File: config.mk
export PLATFORM = sky130hd
export DESIGN_NAME = peer_table_worst_score_replace
export DESIGN_NICKNAME = d
export VERILOG_FILES = /design/src/hw/rtl/ptwsr_pkg.sv /design/src/hw/rtl/ptwsr_csr.sv /design/src/hw/rtl/ptwsr_search.sv /design/src/hw/rtl/peer_table_worst_score_replace.sv
export SDC_FILE = /design/constraint.sdc
export NUM_CORES = 1
export LEC_CHECK = 0
export ABC_AREA = 1
export BUFFER_PORTS_ARGS = -buffer_cell sky130_fd_sc_hd__buf_4
export CORE_MARGIN = 8
export CORE_UTILIZATION = 62
export DETAILED_ROUTE_END_ITERATION = 12
export GPL_ROUTABILITY_DRIVEN = 0
export PLACE_DENSITY = 0.77
export REMOVE_ABC_BUFFERS = 1
export SLEW_MARGIN = 20
export SYNTH_ARGS = -nofsm -noshare
export SYNTH_HDL_FRONTEND = slang
export SYNTH_SLANG_ARGS = --single-unit
File: constraint.sdc
create_clock -name clock -period 8.27 [get_ports clock]
set_clock_uncertainty 0.1 [all_clocks]
set_input_delay 1.654 -clock clock [delete_from_list [all_inputs] [get_ports clock]]
set_output_delay 1.654 -clock clock [all_outputs]
set_load 0.05 [all_outputs]
File: src/hw/rtl/ptwsr_pkg.sv
package ptwsr_pkg;

   // Default sizes of the table.
   localparam int SLOTS_DEF      = 8;
   localparam int ADDR_BITS_DEF  = 48;
   localparam int SCORE_BITS_DEF = 32;
   localparam int TICK_BITS_DEF  = 32;

   // Request codes.
   localparam logic [2:0] FUNC_INSERT = 3'd0;
   localparam logic [2:0] FUNC_REMOVE = 3'd1;
   localparam logic [2:0] FUNC_RAISE  = 3'd2;
   localparam logic [2:0] FUNC_LOWER  = 3'd3;
   localparam logic [2:0] FUNC_QUERY  = 3'd4;
   localparam logic [2:0] FUNC_TICK   = 3'd5;

   // Result status codes.
   localparam logic [1:0] STATUS_DONE      = 2'd0;
   localparam logic [1:0] STATUS_PRESENT   = 2'd1;
   localparam logic [1:0] STATUS_DEFERRED  = 2'd2;
   localparam logic [1:0] STATUS_NOT_FOUND = 2'd3;

   // Register file layout.
   localparam int         CSR_ADDR_W      = 3;
   localparam int         CSR_DATA_W      = 32;
   localparam int         MAX_PEERS_W     = 4;
   localparam int         STASIS_W        = 32;
   localparam logic       REG_MAX_PEERS   = 1'b0;
   localparam logic       REG_STASIS      = 1'b1;
   localparam logic [MAX_PEERS_W-1:0] MAX_PEERS_RESET = 4'd8;
   localparam logic [STASIS_W-1:0]    STASIS_RESET    = 32'd60;

   // Controller states.
   typedef enum logic [1:0] {
      ST_IDLE,
      ST_SCAN,
      ST_APPLY
   } state_type;

   // Control of the slot search unit.
   typedef struct packed {
      logic clear;
      logic load;
   } scan_ctl_type;

   // Outcome flags of the slot search.
   typedef struct packed {
      logic hit;
      logic worst_found;
      logic free_found;
   } search_flags_type;

endpackage

File: src/hw/rtl/ptwsr_csr.sv
module ptwsr_csr (
   input  logic                                  clock,
   input  logic                                  reset,
   input  logic                                  csr_psel,
   input  logic                                  csr_penable,
   input  logic                                  csr_pwrite,
   input  logic [ptwsr_pkg::CSR_ADDR_W-1:0]      csr_paddr,
   input  logic [ptwsr_pkg::CSR_DATA_W-1:0]      csr_pwdata,
   output logic [ptwsr_pkg::CSR_DATA_W-1:0]      csr_prdata,
   output logic                                  csr_pready,
   output logic [ptwsr_pkg::MAX_PEERS_W-1:0]     max_peers,
   output logic [ptwsr_pkg::STASIS_W-1:0]        stasis_ticks
);

   logic [ptwsr_pkg::MAX_PEERS_W-1:0] max_peers_ff;
   logic [ptwsr_pkg::STASIS_W-1:0]    stasis_ff;
   logic                              wr_en;
   logic                              reg_sel;

   // Registers sit on word addresses, so bit 2 selects between them.
   assign reg_sel    = csr_paddr[2];
   assign csr_pready = 1'b1;
   assign wr_en      = csr_psel & csr_penable & csr_pwrite & csr_pready;

   // Register writes.
   always_ff @(posedge clock) begin
      if (reset) begin
         max_peers_ff <= ptwsr_pkg::MAX_PEERS_RESET;
         stasis_ff    <= ptwsr_pkg::STASIS_RESET;
      end else if (wr_en) begin
         if (reg_sel == ptwsr_pkg::REG_MAX_PEERS) begin
            max_peers_ff <= csr_pwdata[ptwsr_pkg::MAX_PEERS_W-1:0];
         end else begin
            stasis_ff <= csr_pwdata[ptwsr_pkg::STASIS_W-1:0];
         end
      end
   end

   // Read-back of the selected register.
   always_comb begin
      if (reg_sel == ptwsr_pkg::REG_STASIS) begin
         csr_prdata = stasis_ff;
      end else begin
         csr_prdata = ptwsr_pkg::CSR_DATA_W'(max_peers_ff);
      end
   end

   assign max_peers    = max_peers_ff;
   assign stasis_ticks = stasis_ff;

endmodule

File: src/hw/rtl/ptwsr_search.sv
module ptwsr_search #(
   parameter int SLOTS      = ptwsr_pkg::SLOTS_DEF,
   parameter int ADDR_BITS  = ptwsr_pkg::ADDR_BITS_DEF,
   parameter int SCORE_BITS = ptwsr_pkg::SCORE_BITS_DEF,
   localparam int IDX_W     = (SLOTS > 1) ? $clog2(SLOTS) : 1
) (
   input  logic                            clock,
   input  logic                            reset,
   input  ptwsr_pkg::scan_ctl_type         ctl,
   input  logic [IDX_W-1:0]                slot_idx,
   input  logic                            slot_valid,
   input  logic [ADDR_BITS-1:0]            slot_key,
   input  logic signed [SCORE_BITS-1:0]    slot_score,
   input  logic [ADDR_BITS-1:0]            match_key,
   output ptwsr_pkg::search_flags_type     flags,
   output logic [IDX_W-1:0]                at_idx,
   output logic signed [SCORE_BITS-1:0]    at_score,
   output logic [IDX_W-1:0]                worst_idx,
   output logic [ADDR_BITS-1:0]            worst_key,
   output logic [IDX_W-1:0]                free_idx
);

   ptwsr_pkg::search_flags_type         flags_ff;
   ptwsr_pkg::search_flags_type         flags_in;
   logic [IDX_W-1:0]                    at_idx_ff;
   logic signed [SCORE_BITS-1:0]        at_score_ff;
   logic [IDX_W-1:0]                    worst_idx_ff;
   logic signed [SCORE_BITS-1:0]        worst_score_ff;
   logic [ADDR_BITS-1:0]                worst_key_ff;
   logic [IDX_W-1:0]                    free_idx_ff;
   logic                                take_hit;
   logic                                take_worst;
   logic                                take_free;

   // One slot arrives per cycle. The worst slot is replaced only on a strictly
   // lower score, so ties stay with the lowest slot; the first free slot wins.
   assign take_hit   = ctl.load & slot_valid & (slot_key == match_key);
   assign take_worst = ctl.load & slot_valid &
                       (~flags_ff.worst_found | (slot_score < worst_score_ff));
   assign take_free  = ctl.load & ~slot_valid & ~flags_ff.free_found;

   always_comb begin
      flags_in = flags_ff;
      if (ctl.clear) begin
         flags_in = '0;
      end else begin
         if (take_hit) begin
            flags_in.hit = 1'b1;
         end
         if (take_worst) begin
            flags_in.worst_found = 1'b1;
         end
         if (take_free) begin
            flags_in.free_found = 1'b1;
         end
      end
   end

   // Outcome flags.
   always_ff @(posedge clock) begin
      if (reset) begin
         flags_ff <= '0;
      end else begin
         flags_ff <= flags_in;
      end
   end

   // Captured slot data for the outcome.
   always_ff @(posedge clock) begin
      if (take_hit) begin
         at_idx_ff   <= slot_idx;
         at_score_ff <= slot_score;
      end
      if (take_worst) begin
         worst_idx_ff   <= slot_idx;
         worst_score_ff <= slot_score;
         worst_key_ff   <= slot_key;
      end
      if (take_free) begin
         free_idx_ff <= slot_idx;
      end
   end

   assign flags     = flags_ff;
   assign at_idx    = at_idx_ff;
   assign at_score  = at_score_ff;
   assign worst_idx = worst_idx_ff;
   assign worst_key = worst_key_ff;
   assign free_idx  = free_idx_ff;

endmodule

File: src/hw/rtl/peer_table_worst_score_replace.sv
// The scan reads the key and score memories one slot per cycle; the apply step then updates
// the table and registers the result, waiting while an earlier result is not yet taken.
// Requests are taken one at a time: a new one is accepted only once the block is idle again.
// Reset: synchronous; the table is empty, all scores read as zero, the tick count is zero,
// max_peers is 8 and stasis_ticks is 60. No clearing pass is needed after reset.
module peer_table_worst_score_replace #(
   parameter int SLOTS      = ptwsr_pkg::SLOTS_DEF,
   parameter int ADDR_BITS  = ptwsr_pkg::ADDR_BITS_DEF,
   parameter int SCORE_BITS = ptwsr_pkg::SCORE_BITS_DEF,
   parameter int TICK_BITS  = ptwsr_pkg::TICK_BITS_DEF,
   localparam int CNT_W     = $clog2(SLOTS + 1)
) (
   input  logic                                clock,
   input  logic                                reset,
   // Request channel.
   input  logic                                req_valid,
   output logic                                req_ready,
   input  logic [2:0]                          req_func,
   input  logic [ADDR_BITS-1:0]                req_peer_addr,
   // Result channel.
   output logic                                rsp_valid,
   input  logic                                rsp_ready,
   output logic [1:0]                          rsp_status,
   output logic                                rsp_found,
   output logic                                rsp_evicted_valid,
   output logic [ADDR_BITS-1:0]                rsp_evicted_addr,
   output logic [CNT_W-1:0]                    rsp_peer_count,
   // Configuration port.
   input  logic                                csr_psel,
   input  logic                                csr_penable,
   input  logic                                csr_pwrite,
   input  logic [ptwsr_pkg::CSR_ADDR_W-1:0]    csr_paddr,
   input  logic [ptwsr_pkg::CSR_DATA_W-1:0]    csr_pwdata,
   output logic [ptwsr_pkg::CSR_DATA_W-1:0]    csr_prdata,
   output logic                                csr_pready
);

   localparam int IDX_W = (SLOTS > 1) ? $clog2(SLOTS) : 1;
   localparam int CMP_W = 8;
   localparam int ST_W  = (TICK_BITS > ptwsr_pkg::STASIS_W) ? TICK_BITS : ptwsr_pkg::STASIS_W;
   localparam logic signed [SCORE_BITS-1:0] SCORE_MAX = {1'b0, {(SCORE_BITS-1){1'b1}}};
   localparam logic signed [SCORE_BITS-1:0] SCORE_MIN = {1'b1, {(SCORE_BITS-1){1'b0}}};

   // Configuration.
   logic [ptwsr_pkg::MAX_PEERS_W-1:0]  max_peers;
   logic [ptwsr_pkg::STASIS_W-1:0]     stasis_ticks;

   // Controller.
   ptwsr_pkg::state_type               state_ff;
   ptwsr_pkg::state_type               state_in;
   logic [CNT_W-1:0]                   scan_cnt_ff;
   logic [CNT_W-1:0]                   scan_cnt_in;
   logic                               rd_pend_ff;
   logic [IDX_W-1:0]                   rd_idx_ff;
   logic                               rd_en;
   logic                               accept;
   logic                               apply_go;

   // Captured request.
   logic [2:0]                         func_ff;
   logic [ADDR_BITS-1:0]               addr_ff;

   // Table state held in flip-flops.
   logic [SLOTS-1:0]                   valid_ff;
   logic [SLOTS-1:0]                   valid_in;
   logic [SLOTS-1:0]                   zero_ff;
   logic [SLOTS-1:0]                   zero_in;
   logic [CNT_W-1:0]                   count_ff;
   logic [CNT_W-1:0]                   count_in;
   logic [TICK_BITS-1:0]               ticks_ff;
   logic [TICK_BITS-1:0]               ticks_in;

   // Key and score memories.
   logic [ADDR_BITS-1:0]               key_mem_ff   [SLOTS];
   logic signed [SCORE_BITS-1:0]       score_mem_ff [SLOTS];
   logic [ADDR_BITS-1:0]               key_q_ff;
   logic signed [SCORE_BITS-1:0]       score_q_ff;
   logic                               key_we;
   logic                               score_we;
   logic [IDX_W-1:0]                   wr_idx;
   logic signed [SCORE_BITS-1:0]       score_wdata;

   // Search unit.
   ptwsr_pkg::scan_ctl_type            scan_ctl;
   ptwsr_pkg::search_flags_type        flags;
   logic [IDX_W-1:0]                   at_idx;
   logic signed [SCORE_BITS-1:0]       at_score;
   logic [IDX_W-1:0]                   worst_idx;
   logic [ADDR_BITS-1:0]               worst_key;
   logic [IDX_W-1:0]                   free_idx;
   logic signed [SCORE_BITS-1:0]       slot_score;

   // Decision terms.
   logic [CMP_W-1:0]                   limit;
   logic                               full;
   logic                               in_stasis;
   logic [CNT_W-1:0]                   ins_count;

   // Result register.
   logic                               rsp_valid_ff;
   logic                               rsp_valid_in;
   logic [1:0]                         status_ff;
   logic [1:0]                         status_in;
   logic                               found_ff;
   logic                               found_in;
   logic                               ev_valid_ff;
   logic                               ev_valid_in;
   logic [ADDR_BITS-1:0]               ev_addr_ff;
   logic [ADDR_BITS-1:0]               ev_addr_in;

   ptwsr_csr u_csr (
      .clock        (clock),
      .reset        (reset),
      .csr_psel     (csr_psel),
      .csr_penable  (csr_penable),
      .csr_pwrite   (csr_pwrite),
      .csr_paddr    (csr_paddr),
      .csr_pwdata   (csr_pwdata),
      .csr_prdata   (csr_prdata),
      .csr_pready   (csr_pready),
      .max_peers    (max_peers),
      .stasis_ticks (stasis_ticks)
   );

   // A slot whose zero mark is set reads as score zero, whatever the memory holds.
   assign slot_score = zero_ff[rd_idx_ff] ? '0 : score_q_ff;

   assign scan_ctl.clear = accept;
   assign scan_ctl.load  = rd_pend_ff;

   ptwsr_search #(
      .SLOTS      (SLOTS),
      .ADDR_BITS  (ADDR_BITS),
      .SCORE_BITS (SCORE_BITS)
   ) u_search (
      .clock      (clock),
      .reset      (reset),
      .ctl        (scan_ctl),
      .slot_idx   (rd_idx_ff),
      .slot_valid (valid_ff[rd_idx_ff]),
      .slot_key   (key_q_ff),
      .slot_score (slot_score),
      .match_key  (addr_ff),
      .flags      (flags),
      .at_idx     (at_idx),
      .at_score   (at_score),
      .worst_idx  (worst_idx),
      .worst_key  (worst_key),
      .free_idx   (free_idx)
   );

   // Reads happen only in the scan and writes only in the apply cycle, so the
   // two never touch the same entry at once and no forwarding is needed.
   always_ff @(posedge clock) begin
      if (rd_en) begin
         key_q_ff   <= key_mem_ff[scan_cnt_ff[IDX_W-1:0]];
         score_q_ff <= score_mem_ff[scan_cnt_ff[IDX_W-1:0]];
      end
      if (key_we) begin
         key_mem_ff[wr_idx] <= addr_ff;
      end
      if (score_we) begin
         score_mem_ff[wr_idx] <= score_wdata;
      end
   end

   // Request capture.
   always_ff @(posedge clock) begin
      if (accept) begin
         func_ff <= req_func;
         addr_ff <= req_peer_addr;
      end
   end

   // Effective limit is max_peers clamped to one through the slot count.
   always_comb begin
      if (max_peers == '0) begin
         limit = CMP_W'(1);
      end else if (CMP_W'(max_peers) > CMP_W'(SLOTS)) begin
         limit = CMP_W'(SLOTS);
      end else begin
         limit = CMP_W'(max_peers);
      end
   end

   assign full      = CMP_W'(count_ff) >= limit;
   assign in_stasis = ST_W'(ticks_ff) < ST_W'(stasis_ticks);
   assign ins_count = full ? count_ff : count_ff + CNT_W'(1);

   assign req_ready = (state_ff == ptwsr_pkg::ST_IDLE);
   assign accept    = req_valid & req_ready;
   assign apply_go  = (state_ff == ptwsr_pkg::ST_APPLY) & (~rsp_valid_ff | rsp_ready);

   // Next state, scan sequencing and the update of one item.
   always_comb begin
      state_in     = state_ff;
      scan_cnt_in  = scan_cnt_ff;
      rd_en        = 1'b0;
      valid_in     = valid_ff;
      zero_in      = zero_ff;
      count_in     = count_ff;
      ticks_in     = ticks_ff;
      key_we       = 1'b0;
      score_we     = 1'b0;
      wr_idx       = at_idx;
      score_wdata  = at_score;
      rsp_valid_in = rsp_valid_ff & ~rsp_ready;
      status_in    = status_ff;
      found_in     = found_ff;
      ev_valid_in  = ev_valid_ff;
      ev_addr_in   = ev_addr_ff;

      case (state_ff)
         ptwsr_pkg::ST_IDLE: begin
            scan_cnt_in = '0;
            if (accept) begin
               state_in = ptwsr_pkg::ST_SCAN;
            end
         end
         ptwsr_pkg::ST_SCAN: begin
            if (scan_cnt_ff != CNT_W'(SLOTS)) begin
               rd_en       = 1'b1;
               scan_cnt_in = scan_cnt_ff + CNT_W'(1);
            end else begin
               // The last slot is being taken in by the search unit this cycle.
               state_in = ptwsr_pkg::ST_APPLY;
            end
         end
         ptwsr_pkg::ST_APPLY: begin
            if (apply_go) begin
               state_in     = ptwsr_pkg::ST_IDLE;
               rsp_valid_in = 1'b1;
               status_in    = ptwsr_pkg::STATUS_DONE;
               found_in     = flags.hit & (func_ff <= ptwsr_pkg::FUNC_QUERY);
               ev_valid_in  = 1'b0;
               ev_addr_in   = '0;
               case (func_ff)
                  ptwsr_pkg::FUNC_INSERT: begin
                     if (full & in_stasis) begin
                        status_in = ptwsr_pkg::STATUS_DEFERRED;
                     end else if (flags.hit) begin
                        status_in = ptwsr_pkg::STATUS_PRESENT;
                     end else begin
                        ticks_in = '0;
                        if (full & flags.worst_found) begin
                           ev_valid_in = 1'b1;
                           ev_addr_in  = worst_key;
                           wr_idx      = worst_idx;
                        end else begin
                           wr_idx = free_idx;
                        end
                        if ((full & flags.worst_found) | (~full & flags.free_found)) begin
                           key_we           = 1'b1;
                           valid_in[wr_idx] = 1'b1;
                           zero_in[wr_idx]  = 1'b1;
                           count_in         = ins_count;
                        end
                        // Filling the table restarts every score from zero.
                        if (CMP_W'(count_in) >= limit) begin
                           zero_in = '1;
                        end
                     end
                  end
                  ptwsr_pkg::FUNC_REMOVE: begin
                     if (flags.hit) begin
                        valid_in[at_idx] = 1'b0;
                        zero_in[at_idx]  = 1'b1;
                        count_in         = count_ff - CNT_W'(1);
                     end else begin
                        status_in = ptwsr_pkg::STATUS_NOT_FOUND;
                     end
                  end
                  ptwsr_pkg::FUNC_RAISE,
                  ptwsr_pkg::FUNC_LOWER: begin
                     if (!flags.hit) begin
                        status_in = ptwsr_pkg::STATUS_NOT_FOUND;
                     end else if (full) begin
                        // Saturating step of the score.
                        if (func_ff == ptwsr_pkg::FUNC_RAISE) begin
                           if (at_score != SCORE_MAX) begin
                              score_wdata = at_score + SCORE_BITS'(1);
                           end
                        end else begin
                           if (at_score != SCORE_MIN) begin
                              score_wdata = at_score - SCORE_BITS'(1);
                           end
                        end
                        score_we        = 1'b1;
                        zero_in[at_idx] = 1'b0;
                     end
                  end
                  ptwsr_pkg::FUNC_QUERY: begin
                     if (!flags.hit) begin
                        status_in = ptwsr_pkg::STATUS_NOT_FOUND;
                     end
                  end
                  ptwsr_pkg::FUNC_TICK: begin
                     if (ticks_ff != '1) begin
                        ticks_in = ticks_ff + TICK_BITS'(1);
                     end
                  end
                  default: begin
                     // Unused codes leave the table alone.
                  end
               endcase
            end
         end
         default: begin
            state_in = ptwsr_pkg::ST_IDLE;
         end
      endcase
   end

   // Controller and table registers.
   always_ff @(posedge clock) begin
      if (reset) begin
         state_ff     <= ptwsr_pkg::ST_IDLE;
         scan_cnt_ff  <= '0;
         rd_pend_ff   <= 1'b0;
         valid_ff     <= '0;
         zero_ff      <= '1;
         count_ff     <= '0;
         ticks_ff     <= '0;
         rsp_valid_ff <= 1'b0;
      end else begin
         state_ff     <= state_in;
         scan_cnt_ff  <= scan_cnt_in;
         rd_pend_ff   <= rd_en;
         valid_ff     <= valid_in;
         zero_ff      <= zero_in;
         count_ff     <= count_in;
         ticks_ff     <= ticks_in;
         rsp_valid_ff <= rsp_valid_in;
      end
   end

   // Slot index of the data coming back from the memories.
   always_ff @(posedge clock) begin
      if (rd_en) begin
         rd_idx_ff <= scan_cnt_ff[IDX_W-1:0];
      end
   end

   // Result payload.
   always_ff @(posedge clock) begin
      if (apply_go) begin
         status_ff   <= status_in;
         found_ff    <= found_in;
         ev_valid_ff <= ev_valid_in;
         ev_addr_ff  <= ev_addr_in;
      end
   end

   assign rsp_valid         = rsp_valid_ff;
   assign rsp_status        = status_ff;
   assign rsp_found         = found_ff;
   assign rsp_evicted_valid = ev_valid_ff;
   assign rsp_evicted_addr  = ev_addr_ff;
   assign rsp_peer_count    = count_ff;

`ifndef ASSERT_OFF
   // The peer count always agrees with the valid bits.
   a_count_matches: assert property (@(posedge clock) disable iff (reset)
      $countones(valid_ff) == count_ff)
      else $error("peer count differs from valid slots");

   // A result appears only after an apply cycle.
   a_rsp_after_apply: assert property (@(posedge clock) disable iff (reset)
      $rose(rsp_valid_ff) |-> $past(state_ff == ptwsr_pkg::ST_APPLY))
      else $error("result raised outside apply");

   // An eviction is reported only by a completed insert.
   a_evict_done: assert property (@(posedge clock) disable iff (reset)
      (rsp_valid_ff && ev_valid_ff) |-> (status_ff == ptwsr_pkg::STATUS_DONE))
      else $error("eviction with non-done status");

   // Memory writes never overlap the scan.
   a_write_in_apply: assert property (@(posedge clock) disable iff (reset)
      (key_we || score_we) |-> (state_ff == ptwsr_pkg::ST_APPLY) && !rd_en)
      else $error("memory write outside apply");
`endif

endmodule

Yosys cells after proc, flatten, opt, wreduce, memory -nomap -nowiden:

Memories as Yosys holds them, arrays and structs flattened. A register that Yosys moved wholly into a read port is not among the register bits.
Index checks and enable logic that the tools add are counted.

* bits in registers: 326
* memory bits (writable): 640
* input port bits: 93
* output and inout port bits: 91
* word-level logic and storage cells: 213
* memories kept: 2

Memories
* key_mem_ff: words 8, width 48, rd ports 1, clocked after memory_dff 1, write ports 1, line peer_table_worst_score_replace.sv:74 `logic [ADDR_BITS-1:0] key_mem_ff [SLOTS];`
* score_mem_ff: words 8, width 32, rd ports 1, clocked after memory_dff 1, write ports 1, line peer_table_worst_score_replace.sv:75 `logic signed [SCORE_BITS-1:0] score_mem_ff [SLOTS];`

* add/sub/neg operators: 6
* magnitude comparators: 11
* equal/unequal tests: 24
* multiplexer cells: 89
* bitwise gates (word level): 32
* reductions and logical operators: 23

Operators with widths (number)
* $mux 32: 13
* $ne 32x32->1 const B: 3
* $mux 8: 11
* $lt 32x32->1: 2
* $pmux 32 s2: 1
* $mux 4: 13
* $eq 48x48->1: 1
* $mux 3: 11
* $add 32x1->32 const B: 1
* $add 32x2->32 const B: 1
* $sub 32x2->32 const B: 1
* $mux 1: 25
* $or 8x8->8: 3
* $pmux 8 s3: 1
* $and 8x8->8: 2
* $ge 4x8->1: 2
* $ne 2x2->1 const B: 8
* $pmux 4 s2: 2
* $pmux 8 s2: 1
* $and 1x1->1: 14
* $lt 3x4->1 const B: 3
* $reduce_and 6->1: 2
* $mux 2: 5
* $not 1->1: 9
* 32 further kinds: 50

Logic depth before layout (Yosys ltp):

Gate-level depths: netlist of run 1.

* depth in word-level cells: 21
* mapped depth: 23
* depth with buffers taken out: 21

Modules after synthesis:

A second synthesis of run 1 with hierarchy kept.

* cells, all modules: 4105
* area total of the unflattened synthesis: 44731.7 um^2

By module, submodules not included
* peer_table_worst_score_replace: times used 1, cells an instance 3400, area an instance 37652.4 um^2, seq. area each 26004.9 um^2
* ptwsr_search: times used 1, cells an instance 406, area an instance 5248.8 um^2, seq. area each 3693.5 um^2
* ptwsr_csr: times used 1, cells an instance 299, area an instance 1830.5 um^2, seq. area each 720.7 um^2

Least setup slack after synthesis of run 1:

No wires, ideal clock.

* path type: input to register
* start point: input port rsp_ready
* end point: memory key_mem_ff[4][0] in the netlist's numbering, enable pin
* library setup time: 0.454 ns
* arrival: 6.964 ns
* required time: 7.716 ns
* slack: 0.753 ns
* stages: 7
* path buffers: 1
* cell sequence: nor2_1 nor2_1 nand3_2 buf_4 o21ai_2 nand3_1 nor2_1

* word-level cells in the longest chain between the ends: 6
* elaborated cells between the ends (all ways): 8
* those cells by class: 6 x mux; 2 x bitwise

RTL lines
* start, declared: line peer_table_worst_score_replace.sv:22 `input logic rsp_ready,`
* $or 1x1->1 *: line peer_table_worst_score_replace.sv:192 `assign apply_go = (state_ff == ptwsr_pkg::ST_APPLY) & (~rsp_valid_ff | rsp_ready);`
* $and 1x1->1 *: line peer_table_worst_score_replace.sv:192
* $mux 1: line peer_table_worst_score_replace.sv:230 `if (apply_go) begin`
* $mux 1: line peer_table_worst_score_replace.sv:213 `case (state_ff)`
* $mux 1: line peer_table_worst_score_replace.sv:159 `if (key_we) begin`
* $mux 1 (implied by the code): line peer_table_worst_score_replace.sv:160 `key_mem_ff[wr_idx] <= addr_ff;`
* end, declared: line peer_table_worst_score_replace.sv:74

Mark *: on every way between the ends. The rest lies on a longest branch, timed or not.

Final worst setup path of run 1:

* start point: register rd_idx_ff[0]
* end point: register u_search.worst_key_ff[16] (netlist: u_search.worst_key[16]), enable pin

* word-level cells in the longest chain between the ends: 6
* elaborated cells between the ends (all ways): 9
* those cells by class: 1 x order compare; 5 x mux; 3 x bitwise

RTL lines
* start, declared: line peer_table_worst_score_replace.sv:54 `logic [IDX_W-1:0] rd_idx_ff;`
* start signal, assigned: line peer_table_worst_score_replace.sv:340 `rd_idx_ff <= scan_cnt_ff[IDX_W-1:0];`
* $bmux 1 s3: line peer_table_worst_score_replace.sv:126 `assign slot_score = zero_ff[rd_idx_ff] ? '0 : score_q_ff;`
* $mux 1 (implied by the code): line peer_table_worst_score_replace.sv:126
* $mux 32: line peer_table_worst_score_replace.sv:126
* net slot_score[9]: line peer_table_worst_score_replace.sv:91 `logic signed [SCORE_BITS-1:0] slot_score;`
* $lt 32x32->1: line ptwsr_search.sv:39 `(~flags_ff.worst_found | (slot_score < worst_score_ff));`
* $or 1x1->1: line ptwsr_search.sv:39
* $and 1x1->1: line ptwsr_search.sv:38 `assign take_worst = ctl.load & slot_valid &`
* net u_search.take_worst: line ptwsr_search.sv:32 `logic take_worst;`
* end signal, assigned: line ptwsr_search.sv:77 `worst_key_ff <= slot_key;`
* end, declared: line ptwsr_search.sv:29 `logic [ADDR_BITS-1:0] worst_key_ff;`

The timed path passes the listed nets, and every way through them passes these cells. The select of a mux whose other input is x is not followed.
A chain may end at the register's enable or synchronous reset.

==> results of run 1 <==
==> cells by family (layout without fill, tap and decap cells) <==
| logic type | after synthesis | count (layout) | share of synthesized area [%] |
|---|---|---|---|
| other | 1 | 1 | 0.00849 |
| flip-flops | 1046 | 1046 | 68.8 |
| adder cells (fa/ha/maj) | 78 | 78 | 2.21 |
| XOR/XNOR | 100 | 100 | 1.98 |
| AO/OA/AOI/OAI | 776 | 776 | 9.72 |
| AND/OR/NAND/NOR | 1308 | 1308 | 12.7 |
| buffers and inverters | 512 | 744 | 4.49 |
==> worst paths after layout <==
kind | cells after the start | start | endpoint | slack (ps)
max | 20 | rd_idx_ff[0] | u_search.worst_key[16] | 3240
min | 0 | key_q_ff[9] | u_search.worst_key[9] | 370
max reg2reg | 20 | rd_idx_ff[0] | u_search.worst_key[16] | 3240
min reg2reg | 0 | key_q_ff[9] | u_search.worst_key[9] | 370
==> stage by stage <==
step | power [uW] | setup slack [ps]
3_3_place_gp | 6660 | 3330
4_1_cts | 11200 | 3320
6_report | 11100 | 3240
5_1_grt | 11400 | 2970
3_5_place_dp | 6680 | 3390
2_1_floorplan | 6450 | -7710
==> final cells by class <==
type                       count  share of cell area, %
clock inverter                66                   1.22
inverter                     338                   2.59
sequential                  1046                   61.1
multi-input combinational   2263                   24.0
timing repair buffer         217                   3.41
clock buffer                 123                   5.34
tap                          950                   2.39
==> layout by cell type, fill, tap and decap left out, drive strengths merged, types with 13 or more instances in the layout <==
cell type and n:
edfxtp 947, nor2 803, o21ai 421, inv 341, nand2 271, buf 217, a21oi 151, clkbuf 123
nand3 101, dfxtp 99, o22ai 82, a31oi 80, ha 78, xor2 56, nor3 47, clkinv 47
nand4 46, xnor2 44, nor4 13
==> critical path: cells and delay by family (launching register included) <==
family,cells,cell delay (ps)
and+or+nand+nor,12,1660
AOI/OAI and AO/OA,3,740
buffers and inverters,4,1140
DFF,1,570
adders and majority gates,1,340
==> metal layers <==
metal	part of all wire, %	global-route usage [%]	wire length (um)	vias up
met1	41	33.4	41200	13979
met5	0	0	0	-
met2	48	40.2	48500	1350
met4	2.2	7.24	2240	0
li1	-	-	-	13727
met3	8.6	3.54	8680	184
==> power by group <==
group / switching, uW / total, uW / internal [uW]
sequential: 87.6 / 5940 / 5850
clock: 1960 / 4540 / 2580
combinational: 441 / 631 / 190
==> flip-flops by register name, indices dropped and copies added (netlist names), 4 cells and up <==
register and count:
rsp_evicted_addr 48, u_search.worst_score_ff 32, score_q_ff 32, zero_ff 8, rsp_peer_count 4, score_mem_ff 256
u_search.at_score 32, u_search.worst_key 48, u_csr.max_peers 4, addr_ff 48, scan_cnt_ff 4, valid_ff 8
ticks_ff 32, u_csr.stasis_ticks 32, key_mem_ff 384, key_q_ff 48
==> flow_metrics.env, run 1 <==
export IMPL_status="finished, final reports clean"
export IMPL_design_area_um2=49800
export IMPL_vias=29240
export IMPL_cp_data_required_time_ps=8460
export IMPL_drt_pass1_iter_count=8
export IMPL_cts_resized=0
export IMPL_synth_edf_count=947
export IMPL_setup_viol=0
export IMPL_grt_pass1_vias=28074
export IMPL_clock_sinks=1046
export IMPL_dieArea_um2=80100
export IMPL_cp_slowest_cell="nor2_4"
export IMPL_area_growth_pct=12.7
export IMPL_antenna_found_initial=0
export IMPL_track_usage_pct=24.2
export IMPL_max_stage_delay_ps=670
export IMPL_seq_area_frac_synth_pct=68.8
export IMPL_drcViolationCount=0
export IMPL_rows=98
export IMPL_timing_critical_path_mode_cell="nand2_1"
export IMPL_power_density_nw_per_um2=223
export IMPL_maxSlewViolCount=0
export IMPL_ys_flop_type="edfxtp_1"
export IMPL_max_freq_mhz=199
export IMPL_h_tree_depth=3
export IMPL_fin_crit_sh_pct=60.8
export IMPL_hpwl_um=57800
export IMPL_synth_area_top_cells="edfxtp_1, nor2_1, o21ai_0"
export IMPL_ys_warn_count=0
export IMPL_avgSynthCellArea_um2=11.6
export IMPL_drt_iter0_markers=3336
export IMPL_hold_buffers=0
export IMPL_cts_tree="yes"
export IMPL_via_per_inst=5.84
export IMPL_path_cells="inv_1, nand2_1, nand3_1, nand3_1, nand2_1, inv_1, buf_4, nor2_1, ha_1, a21oi_1, nor2_1, a211oi_1, o221a_2, nand2_1, nand2_1, nand3_1, nand2_1, nor2_1, nor2_4, buf_12"
export IMPL_fin_util_pct=70.2
export IMPL_endpoint_kind="flop"
export IMPL_ys_seq_elements=1046
export IMPL_start_util_pct=62.2
export IMPL_instances_no_fill=5003
export IMPL_wl_um=101000
export IMPL_antenna_cells=0
export IMPL_worst_slew_pin_slew_ps=1110
export IMPL_yosysMostFrequentCell="edfxtp_1"
export IMPL_io_buffer_count=180
export IMPL_whs_ps=368
export IMPL_die_w_um=283
export IMPL_dp_cells=4813
export IMPL_worst_ir_drop_vdd_mv=0.212
export IMPL_postSynth_asyncResetShare_pct=0
export IMPL_postCtsSetupBuffers=0
export IMPL_period_needed_ps=5030
export IMPL_synth_cells=3821
export IMPL_fillers=4789
export IMPL_postPlaceCellArea_um2=46500
export IMPL_min_path_type="flop to flop"
export IMPL_multiInputGateArea_um2=11900
export IMPL_fin_nets=4137
export IMPL_seq_area_um2=30400
export IMPL_synth_distinct_cells=68
export IMPL_core_um2=71000
export IMPL_cellLeakagePower_uw=0.0179
export IMPL_cts_made_buffers=100
export IMPL_clockRootBuffer="clkbuf_16"
export IMPL_startpoint_type="flop"
export IMPL_synth_area_um2=44200
export IMPL_clockBufferDepth=3
export IMPL_ioPinCount=184
export IMPL_insertion_delay_ps=660
export IMPL_die_h_um=283
export IMPL_ant_nets=0
export IMPL_setup_tns_ps=0
export IMPL_wl_per_cell_um=20.1
export IMPL_drive_gt1_share_pct=12.0
export IMPL_cts_clk_slew_worst_paths_ps=60
export IMPL_synthTopCellsByCount="edfxtp_1, nor2_1, o21ai_0"
export IMPL_max_cap_viol_count=0
export IMPL_crit_fanout=59
export IMPL_hold_viol_final=0
export IMPL_synth_top_area_cell="edfxtp_1"
export IMPL_grt_max_degree=121
export IMPL_max_slew_margin_pct=25.9
export IMPL_synth_top_area_share_pct=64.4
export IMPL_arrival_ps=5220
export IMPL_crit_type="flop to flop"
export IMPL_grt_pass1_wl_um=155000
export IMPL_grt_setup_unrepaired="no"
export IMPL_overflow=0
Note: power is estimated with default switching activity, not from simulation.
==> run 2, diff against run 1 <==
Clock period 8.27 ns to 4.8 ns, I/O delays scaled along.
==> run 2 against run 1 <==
Against the previous run: via count increased by 0.97%; global-route usage increased by 0.13 points; fmax increased by 22%; die area unchanged; cell count increased by 0.30%; sequential power increased by 72%; sequential cell count unchanged; critical path type unchanged; sequential share of layout area decreased by 0.42 points; first-iteration DRC count decreased by 13%.
==> flow_metrics.env, run 2 (synthesis results as in run 1) <==
export IMPL_status="finished, final reports clean"
export IMPL_fin_crit_sh_pct=85.8
export IMPL_drt_pass1_iter_count=6
export IMPL_reg_top3="key_mem_ff: 384 flops, score_mem_ff: 256 flops"
export IMPL_combPwrFrac_pct=5.7
export IMPL_whs_path_depth=1
export IMPL_fin_ws_ps=683
export IMPL_sequentialPowerShare_pct=52.7
export IMPL_overflow=0
export IMPL_r2r_end="u_search.worst_key[25]"
export IMPL_area_growth_pct=13.5
export IMPL_r2r_cells=20
export IMPL_wl_um=101000
export IMPL_max_cap_viol_count=0
export IMPL_via_per_inst=5.88
export IMPL_instances_no_fill=5018
export IMPL_arrival_ps=4340
export IMPL_ant_nets=0
export IMPL_design_area_um2=50200
export IMPL_grt_pass1_vias=28419
export IMPL_clock_sinks=1046
export IMPL_hold_path_end="addr_ff[36]"
export IMPL_drcViolationCount=0
export IMPL_cts_tree="yes"
export IMPL_dp_worst_setup_slack_ps=816
export IMPL_p_int_uw=15100
export IMPL_largest_register_ff_count=384
export IMPL_final_cell_mix="edfxtp_1, nor2_1, o21ai_0"
export IMPL_worst_slew_pin_slew_ps=943
export IMPL_power_switching_uw=4330
export IMPL_hp_start="req_peer_addr[36]"
export IMPL_crit_fanout=60
export IMPL_rrSetupSlack_ps=680
export IMPL_postCtsSetupBuffers=0
export IMPL_power_density_nw_per_um2=387
export IMPL_cp_data_required_time_ps=5020
export IMPL_vias=29523
export IMPL_track_usage_pct=24.4
export IMPL_drt_iter0_markers=2919
export IMPL_hpwl_um=58700
export IMPL_dieArea_um2=80100
export IMPL_h_tree_depth=3
export IMPL_core_um2=71000
export IMPL_startpoint_type="flop"
export IMPL_fillers=4823
export IMPL_wl_per_cell_um=20.1
export IMPL_fin_nets=4152
export IMPL_min_path_type="primary input to flop"
export IMPL_insertion_delay_ps=680
export IMPL_antenna_cells=0
export IMPL_cts_made_buffers=103
export IMPL_worst_ir_drop_vdd_mv=0.338
export IMPL_max_slew_margin_pct=37.1
export IMPL_clockRootBuffer="clkbuf_16"
export IMPL_hold_buffers=0
export IMPL_grt_setup_unrepaired="no"
export IMPL_period_needed_ps=4120
export IMPL_antenna_found_initial=0
export IMPL_ioPinCount=184
export IMPL_largest_register="key_mem_ff"
export IMPL_crit_type="flop to flop"
export IMPL_swShare_pct=22.3
export IMPL_start_util_pct=62.2
export IMPL_max_freq_mhz=243
export IMPL_io_buffer_count=180
export IMPL_die_w_um=283
export IMPL_cts_resized=0
export IMPL_rows=98
export IMPL_cts_clk_slew_worst_paths_ps=60
export IMPL_cellLeakagePower_uw=0.0180
export IMPL_grt_max_degree=169
export IMPL_dp_cells=4826
export IMPL_maxSlewViolCount=0
export IMPL_clockPowerShare_pct=41.6
export IMPL_grt_pass1_wl_um=157000
export IMPL_endpoint_kind="flop"
export IMPL_postPlaceCellArea_um2=46700
export IMPL_die_h_um=283
export IMPL_setup_tns_ps=0
export IMPL_final_common_cell="edfxtp_1"
export IMPL_drive_gt1_share_pct=12.4
export IMPL_setup_viol=0
export IMPL_hold_viol_final=0
export IMPL_clockBufferDepth=3
export IMPL_r2r_start="rd_idx_ff[0]"
## run 2: worst max-delay path: stages, from the launching register on
cell and delay (ps):
edfxtp_1 540, inv_1 250, nand2_1 80, nand3_1 90, nand3_1 120, nand2_1 160
inv_1 90, buf_12 180, nor2_1 250, ha_1 300, nand2_1 90, nor2_1 50
a211oi_1 240, o221a_2 270, nand2_1 70, nand2_1 100, nand3_1 70, nand2_1 60
nor2_1 60, nor2_4 120, buf_12 390
## run 2: final cells by class
class / instances / area [um2] / area share (%)
clock buffers: 131 / 2730 / 5.45
clock inverters: 61 / 677 / 1.35
inverters: 338 / 1290 / 2.57
multi-input cells: 2263 / 11900 / 23.8
flip-flops and latches: 1046 / 30400 / 60.7
well taps: 950 / 1190 / 2.37
repair buffers: 229 / 1910 / 3.80
## run 2: how the worst max path moves through the flow
stage	from	endpoint	slack (ps)	depth (start not counted)
global route	rd_idx_ff[0]	u_search.worst_key[7]	400	20
finish	rd_idx_ff[0]	u_search.worst_key[25]	680	20
CTS	rd_idx_ff[0]	u_search.worst_key[7]	730	17
floorplan	scan_cnt_ff[0]	scan_cnt_ff[3]	-11180	10
global placement	rd_idx_ff[0]	u_search.worst_key[25]	880	17
detailed placement	rd_idx_ff[0]	u_search.worst_key[25]	820	17
## run 2: through the flow
| step | utilization, % | total power [uW] | hold slack, ps |
|---|---|---|---|
| CTS | 70.6 | 19500 | 320 |
| floorplan | - | 11100 | 326 |
| global route | 70.6 | 20000 | 333 |
| finish | 70.6 | 19400 | 357 |
| detailed placement | 65.8 | 11500 | 343 |
| global placement | 65.8 | 11500 | 342 |
## run 2: power by group through the flow
| stage | combinational, uW | sequential (uW) | clock [uW] |
|---|---|---|---|
| final | 1100 | 10200 | 8070 |
| after global routing | 1210 | 10200 | 8510 |
| after CTS | 1100 | 10200 | 8160 |
| after detailed placement | 1090 | 10400 | 0 |
| after global placement | 1060 | 10400 | 0 |
| after floorplan | 644 | 10500 | 0 |
## run 2: routing by layer
layer	up-vias	share of wire (%)	GRT usage [%]
li1	13758	-	-
met1	14161	41	33.6
met2	1400	48	40.1
met3	204	8.5	3.78
met4	0	2.4	7.41
met5	-	0	0
